<file path="config.mk">
export PLATFORM = sky130hd
export DESIGN_NAME = bnms_iou
export DESIGN_NICKNAME = d
export VERILOG_FILES = /design/src/rtl/core/box_non_max_suppression_defines.svh /design/src/rtl/core/bnms_pkg.sv /design/src/rtl/core/bnms_iou.sv
export SDC_FILE = /design/constraint.sdc
export NUM_CORES = 2
export LEC_CHECK = 0
export ABC_AREA = 1
export BUFFER_PORTS_ARGS = -buffer_cell sky130_fd_sc_hd__buf_2
export CORE_AREA = 2 2 400 402
export DETAILED_ROUTE_END_ITERATION = 16
export DIE_AREA = 0 0 402 404
export SLEW_MARGIN = 10
export SYNTH_ARGS = -nofsm -noshare
export SYNTH_HDL_FRONTEND = slang
export SYNTH_SLANG_ARGS = --single-unit
</file>
<file path="constraint.sdc">
create_clock -name clk_i -period 7.1 [get_ports clk_i]
set_input_delay 1.42 -clock clk_i [delete_from_list [all_inputs] [get_ports clk_i]]
set_output_delay 1.42 -clock clk_i [all_outputs]
set_load 0.05 [all_outputs]
</file>
<file path="src/rtl/core/box_non_max_suppression_defines.svh">
// Assertion macros for the box suppression block.
`ifndef BOX_NON_MAX_SUPPRESSION_DEFINES_SVH
`define BOX_NON_MAX_SUPPRESSION_DEFINES_SVH
`ifndef SYNTHESIS
`define BNMS_ASSERT(label, clk, rst_n, prop, msg) \
  label: assert property (@(posedge clk) disable iff (!rst_n) (prop)) else $error(msg);
`define BNMS_ASSERT_NEVER(label, clk, rst_n, cond, msg) \
  label: assert property (@(posedge clk) disable iff (!rst_n) !(cond)) else $error(msg);
`else
`define BNMS_ASSERT(label, clk, rst_n, prop, msg)
`define BNMS_ASSERT_NEVER(label, clk, rst_n, cond, msg)
`endif
`endif

</file>
<file path="src/rtl/core/bnms_pkg.sv">
// Shared constants and types for the box suppression block.
package bnms_pkg;
  localparam int unsigned MaxBoxesDef = 64;
  localparam int unsigned PixelOne    = 16;
  localparam logic [15:0] IouReset    = 16'd32768;

  typedef struct packed {
    logic [15:0] left;
    logic [15:0] top;
    logic [15:0] right;
    logic [15:0] bottom;
  } corners_t;

  // pair test request/response between the top level and the overlap unit
  typedef struct packed {
    logic     start;
    corners_t a;
    corners_t b;
  } iou_req_t;

  typedef struct packed {
    logic done;
    logic hit;
  } iou_rsp_t;
endpackage

</file>
<file path="src/rtl/core/bnms_iou.sv">
// Pipelined overlap test of two boxes against the threshold.
module bnms_iou
  import bnms_pkg::*;
(
  input  logic        clk_i,
  input  logic        rst_ni,
  input  logic [15:0] thr_i,
  input  iou_req_t    req_i,
  output iou_rsp_t    rsp_o
);
  // extent = max(0, hi - lo + 16), at most 65551: 17 bits
  function automatic logic [16:0] ext(input logic [15:0] lo, input logic [15:0] hi);
    logic [17:0] d;
    d = {2'b0, hi} + 18'(PixelOne) - {2'b0, lo};
    return d[17] ? 17'd0 : d[16:0];
  endfunction

  logic [16:0] aw_q, ah_q, bw_q, bh_q, iw_q, ih_q;
  logic [33:0] area_a_q, area_b_q, inter_q, inter2_q;
  logic [34:0] uni_q;
  logic [50:0] lhs_q, rhs_q;
  logic [4:0]  vld_q;
  logic        hit_q;

  // stage 1: extents
  always_ff @(posedge clk_i) begin
    aw_q <= ext(req_i.a.left, req_i.a.right);
    ah_q <= ext(req_i.a.top, req_i.a.bottom);
    bw_q <= ext(req_i.b.left, req_i.b.right);
    bh_q <= ext(req_i.b.top, req_i.b.bottom);
    iw_q <= ext((req_i.a.left > req_i.b.left) ? req_i.a.left : req_i.b.left,
                (req_i.a.right < req_i.b.right) ? req_i.a.right : req_i.b.right);
    ih_q <= ext((req_i.a.top > req_i.b.top) ? req_i.a.top : req_i.b.top,
                (req_i.a.bottom < req_i.b.bottom) ? req_i.a.bottom : req_i.b.bottom);
  end

  // stage 2: areas, stage 3: union, stage 4: cross products, stage 5: compare
  always_ff @(posedge clk_i) begin
    area_a_q <= aw_q * ah_q;
    area_b_q <= bw_q * bh_q;
    inter_q  <= iw_q * ih_q;
    uni_q    <= {1'b0, area_a_q} + {1'b0, area_b_q} - {1'b0, inter_q};
    inter2_q <= inter_q;
    lhs_q    <= {1'b0, inter2_q, 16'd0};
    rhs_q    <= (uni_q == '0) ? '1 : (51'(thr_i) * 51'(uni_q));
    hit_q    <= (rhs_q != '1) && (lhs_q >= rhs_q);
  end

  always_ff @(posedge clk_i or negedge rst_ni) begin
    if (!rst_ni) begin
      vld_q <= '0;
    end else begin
      vld_q <= {vld_q[3:0], req_i.start};
    end
  end

  assign rsp_o.done = vld_q[4];
  assign rsp_o.hit  = hit_q;
endmodule

</file>
Word level (Yosys, flattened, before mapping):

Cells that the tools add are included.

* reductions and logical operators: 2
* magnitude comparators: 5
* add/sub/neg operators: 14
* $mul: 4
* multiplexer cells: 4
* eq/ne operators: 1

Operator list (number)
* $sub 17x16->18: 6
* $add 16x5->17 const B: 6
* $mul 17x17->34: 3
* $mux 16: 4
* $ge 50x51->1: 1
* $mul 16x35->51: 1
* $ne 51x51->1 const B: 1
* $add 34x34->35: 1
* $logic_not 35->1: 1
* $sub 35x34->35: 1
* $gt 16x16->1: 2
* $lt 16x16->1: 2
* $logic_and 1x1->1: 1

* logic and storage cells: 45
* input port bits: 147
* register bits after elaboration: 364
* output and inout port bits: 2

Logic depth before layout (Yosys ltp):

* depth in word-level cells: 4
* gate-level depth with buffers: 29
* depth with buffers taken out: 27

Least setup slack after synthesis:

Ideal clock, no wire load.

* path type: in2reg
* from: input thr_i[1]
* to: register rhs_q[46]
* arrival time: 6343 ps
* setup slack: 639 ps
* required time: 6982 ps
* library setup time: 118 ps
* path buffers: 2
* cell stages on the path: 24
* cell sequence: clkbuf_1 -> clkbuf_1 -> nand2_1 -> fa_1 -> inv_1 -> fa_1 -> inv_1 -> fa_1 -> inv_1 -> fa_1 -> fa_1 -> inv_1 -> fa_1 -> inv_1 -> ha_1 -> nand2_1 -> nor2_1 -> inv_1 -> nor2_1 -> nand2_1 -> nor2_1 -> nand2_1 -> nand4_1 -> nand3_2

* word-level cells in the longest chain between the ends: 1

Ends and longest elaborated chain
* start: declaration: RTL line bnms_iou.sv:7 `input logic [15:0] thr_i,`
* $mul 16x35->51: RTL line bnms_iou.sv:45 `rhs_q <= (uni_q == '0) ? '1 : (51'(thr_i) * 51'(uni_q));`
* end signal: assignment: RTL line bnms_iou.sv:45
* end: declaration: RTL line bnms_iou.sv:21 `logic [50:0] lhs_q, rhs_q;`

No other way between the ends.
A chain may end at the register's enable or synchronous reset.

Worst setup path in the final report:

* from: input thr_i[11]
* to: register rhs_q[32]

Same word-level chain as after synthesis.

==> results.sh <==
export IMPL_outcome="completed"
export IMPL_place_ws_ns=0.0969
export IMPL_grt_pass1_wl_um=329000
export IMPL_cts_max_path_buffers=3
export IMPL_synth_async_reset_ratio_pct=1.37
export IMPL_final_cell_mix="nand2_1 (2705), inv_1 (2641), fa_1 (1178), ha_1 (764), nor2_1 (360)"
export IMPL_drc=0
export IMPL_hold_viol=0
export IMPL_synthCells=9618
export IMPL_rsz0062_at_grt="no"
export IMPL_synthesis_yosys_warnings=0
export IMPL_antenna_found_initial=1
export IMPL_via_count=57900
export IMPL_cts_resized=0
export IMPL_crit_buf_inv=6
export IMPL_cts_max_level=2
export IMPL_path_max_fanout=26
export IMPL_finalInstanceArea_um2=75500
export IMPL_synth_main_ff_cell="dfxtp_1"
export IMPL_antenna_cells=0
export IMPL_max_stage_delay_ns=0.59
export IMPL_die_area_um2=162000
export IMPL_cts_hold_buf=0
export IMPL_io_buffers=148
export IMPL_worstMarginPinSlew_ns=1.14
export IMPL_max_freq_ghz=0.157
export IMPL_layout_commonest_cell="nand2_1"
export IMPL_antenna_left=0
export IMPL_grt_max_degree=52
export IMPL_fin_crit_sh_pct=89.6
export IMPL_critical_path_class="in2reg"
export IMPL_cts_tree="yes"
export IMPL_drv_cap=0
export IMPL_layout_cells_non_filler=11700
export IMPL_cp_required_ns=7.56
export IMPL_crit_path_end_kind="register"
export IMPL_clk_insertion_delay_late_ns=0.62
export IMPL_grt_overflow=0
export IMPL_finalCriticalPeriod_ns=6.36
export IMPL_synth_cell_type_count=51
export IMPL_firstDrtPassIters=5
export IMPL_grt_pass1_vias=61000
export IMPL_synth_seq_cells=364
export IMPL_finClkSkew_ns=0.0483
export IMPL_critical_path_slowest_cell="fa_1"
export IMPL_placementRows=146
export IMPL_finalSetupViolations=0
export IMPL_initial_utilization_pct=44.9
export IMPL_setup_ws_ns=0.741
export IMPL_slew_limit_headroom_pct=23.9
export IMPL_cts_setup_buffers=0
export IMPL_place_congestion=0.952
export IMPL_fp_dieW_um=402
export IMPL_coreArea_um2=158000
export IMPL_routed_wl_um=201000
export IMPL_hold_path_class="reg2reg"
export IMPL_cts_sinks=364
export IMPL_arrival_ns=6.81
export IMPL_syn_nets=11700
export IMPL_dp_hpwl_um=172000
export IMPL_synth_edf_count=0
export IMPL_drive_above_1_share_pct=5.26
export IMPL_place_area_um2=73900
export IMPL_avgSynthCellArea_um2=7.37
export IMPL_placedCellCount=11600
export IMPL_path_cells="buf_2 > buf_4 > nand2_1 > fa_1 > inv_1 > fa_1 > fa_1 > fa_1 > fa_1 > inv_1 > fa_1 > inv_1 > ha_1 > nand2_1 > nor2_1 > nand2_1 > inv_1 > nand2_1 > nand2_1 > nand2_1 > nand4_1 > nand3_1"
export IMPL_grt_use_total_pct=25.5
export IMPL_io_pins=149
export IMPL_syn_to_final_growth_pct=6.48
export IMPL_seq_area_frac_synth_pct=10.3
export IMPL_clkTransAtPathRegs_ns=0.06
export IMPL_cts_made_buffers=45
export IMPL_setup_tns_ns=0
export IMPL_fin_nets=11700
export IMPL_cts_root_buf="clkbuf_16"
export IMPL_path_delay_family="adder cells"
export IMPL_wl_per_cell_um=17.2
export IMPL_cp_start_kind="primary input"
export IMPL_synthesis_area_um2=70900
export IMPL_drtIter0Drc=3242
export IMPL_via_per_inst=4.95
export IMPL_slew_viol_final=0
export IMPL_die_height_um=404
state kept, by name, indices dropped and copies added, names as in the netlist:
name      cells
area_b_q     34
vld_q         5
lhs_q        34
bw_q         17
bh_q         17
hit_q         1
area_a_q     34
inter_q      34
uni_q        35
ah_q         17
inter2_q     34
aw_q         17
rhs_q        51
iw_q         17
ih_q         17
per-stage QoR:
stage	util, %	hold WS (ns)
floorplan	-	0.310
global placement	46.8	0.311
detailed placement	46.8	0.312
CTS	47.8	0.319
global route	47.8	0.320
finish	47.8	0.320
routing by layer:
| layer | track usage, % | up-vias | routed length, µm |
|---|---|---|---|
| met1 | 33.3 | 28100 | 86600 |
| li1 | - | 27900 | - |
| met4 | 8.37 | 0 | 7140 |
| met5 | 0 | - | 0 |
| met3 | 2.60 | 308 | 10400 |
| met2 | 44.2 | 1585 | 97100 |
final cells by class:
cell class / count / area [µm²]
Timing Repair Buffer: 290 / 1930
Inverter: 2650 / 9950
Fill cell: 16000 / 82300
Multi-Input combinational cell: 6241 / 52100
Clock inverter: 30 / 420
Tap cell: 2072 / 2590
Sequential cell: 364 / 7310
Clock buffer: 52 / 1190
synth_stat cells (all sizes together) (29+ instances only):
cell type	count	area [µm²]
ha	764	9560
buf	40	329
nor3	42	225
o21ai	149	764
xnor2	29	254
a21oi	336	1810
a21o	34	255
nand4	57	357
clkbuf	323	1220
nand2	2730	10300
dfxtp	359	7190
xor2	94	823
inv	2649	9940
nand3	329	1780
nor2	382	1490
fa	1178	23600
worst register-to-register path: cells and delay by family (launching register included):
| family | cells | cell delay (ns) |
|---|---|---|
| AOI/OAI and AO/OA | 3 | 0.67 |
| adders and majority gates | 7 | 3.45 |
| and+or+nand+nor | 6 | 0.58 |
| DFF | 1 | 1.02 |
| buffers and inverters | 5 | 0.26 |
final timing paths:
check | cells after the start | slack (ns) | startpoint | end
setup / recovery | 22 | 0.74 | thr_i[11] | rhs_q[32]$_SDFF_PN1_
hold / removal | 0 | 0.32 | inter2_q[33]$_DFF_P_ | lhs_q[49]$_DFF_P_
setup reg to reg | 21 | 1.01 | ih_q[2]$_SDFF_PN0_ | inter_q[33]$_DFF_P_
hold reg to reg | 0 | 0.32 | inter2_q[33]$_DFF_P_ | lhs_q[49]$_DFF_P_
max in group asynchronous | 1 | 6.37 | rst_ni | vld_q[0]$_DFF_PN0_
min in group asynchronous | 1 | 0.60 | rst_ni | vld_q[3]$_DFF_PN0_
kinds of logic after synthesis:
logic type / after synthesis / synth area share (%)
buffers and inverters: 3013 / 16.2
and+or+nand+nor: 3596 / 20.5
DFF: 364 / 10.3
AOI/OAI and AO/OA: 580 / 4.66
adders and majority gates: 1942 / 46.8
xor gates and xnor gates: 123 / 1.52
Power is left out: the tool's default activity adds up to more than one toggle a clock period on the data nets, which glitch-free logic cannot reach.
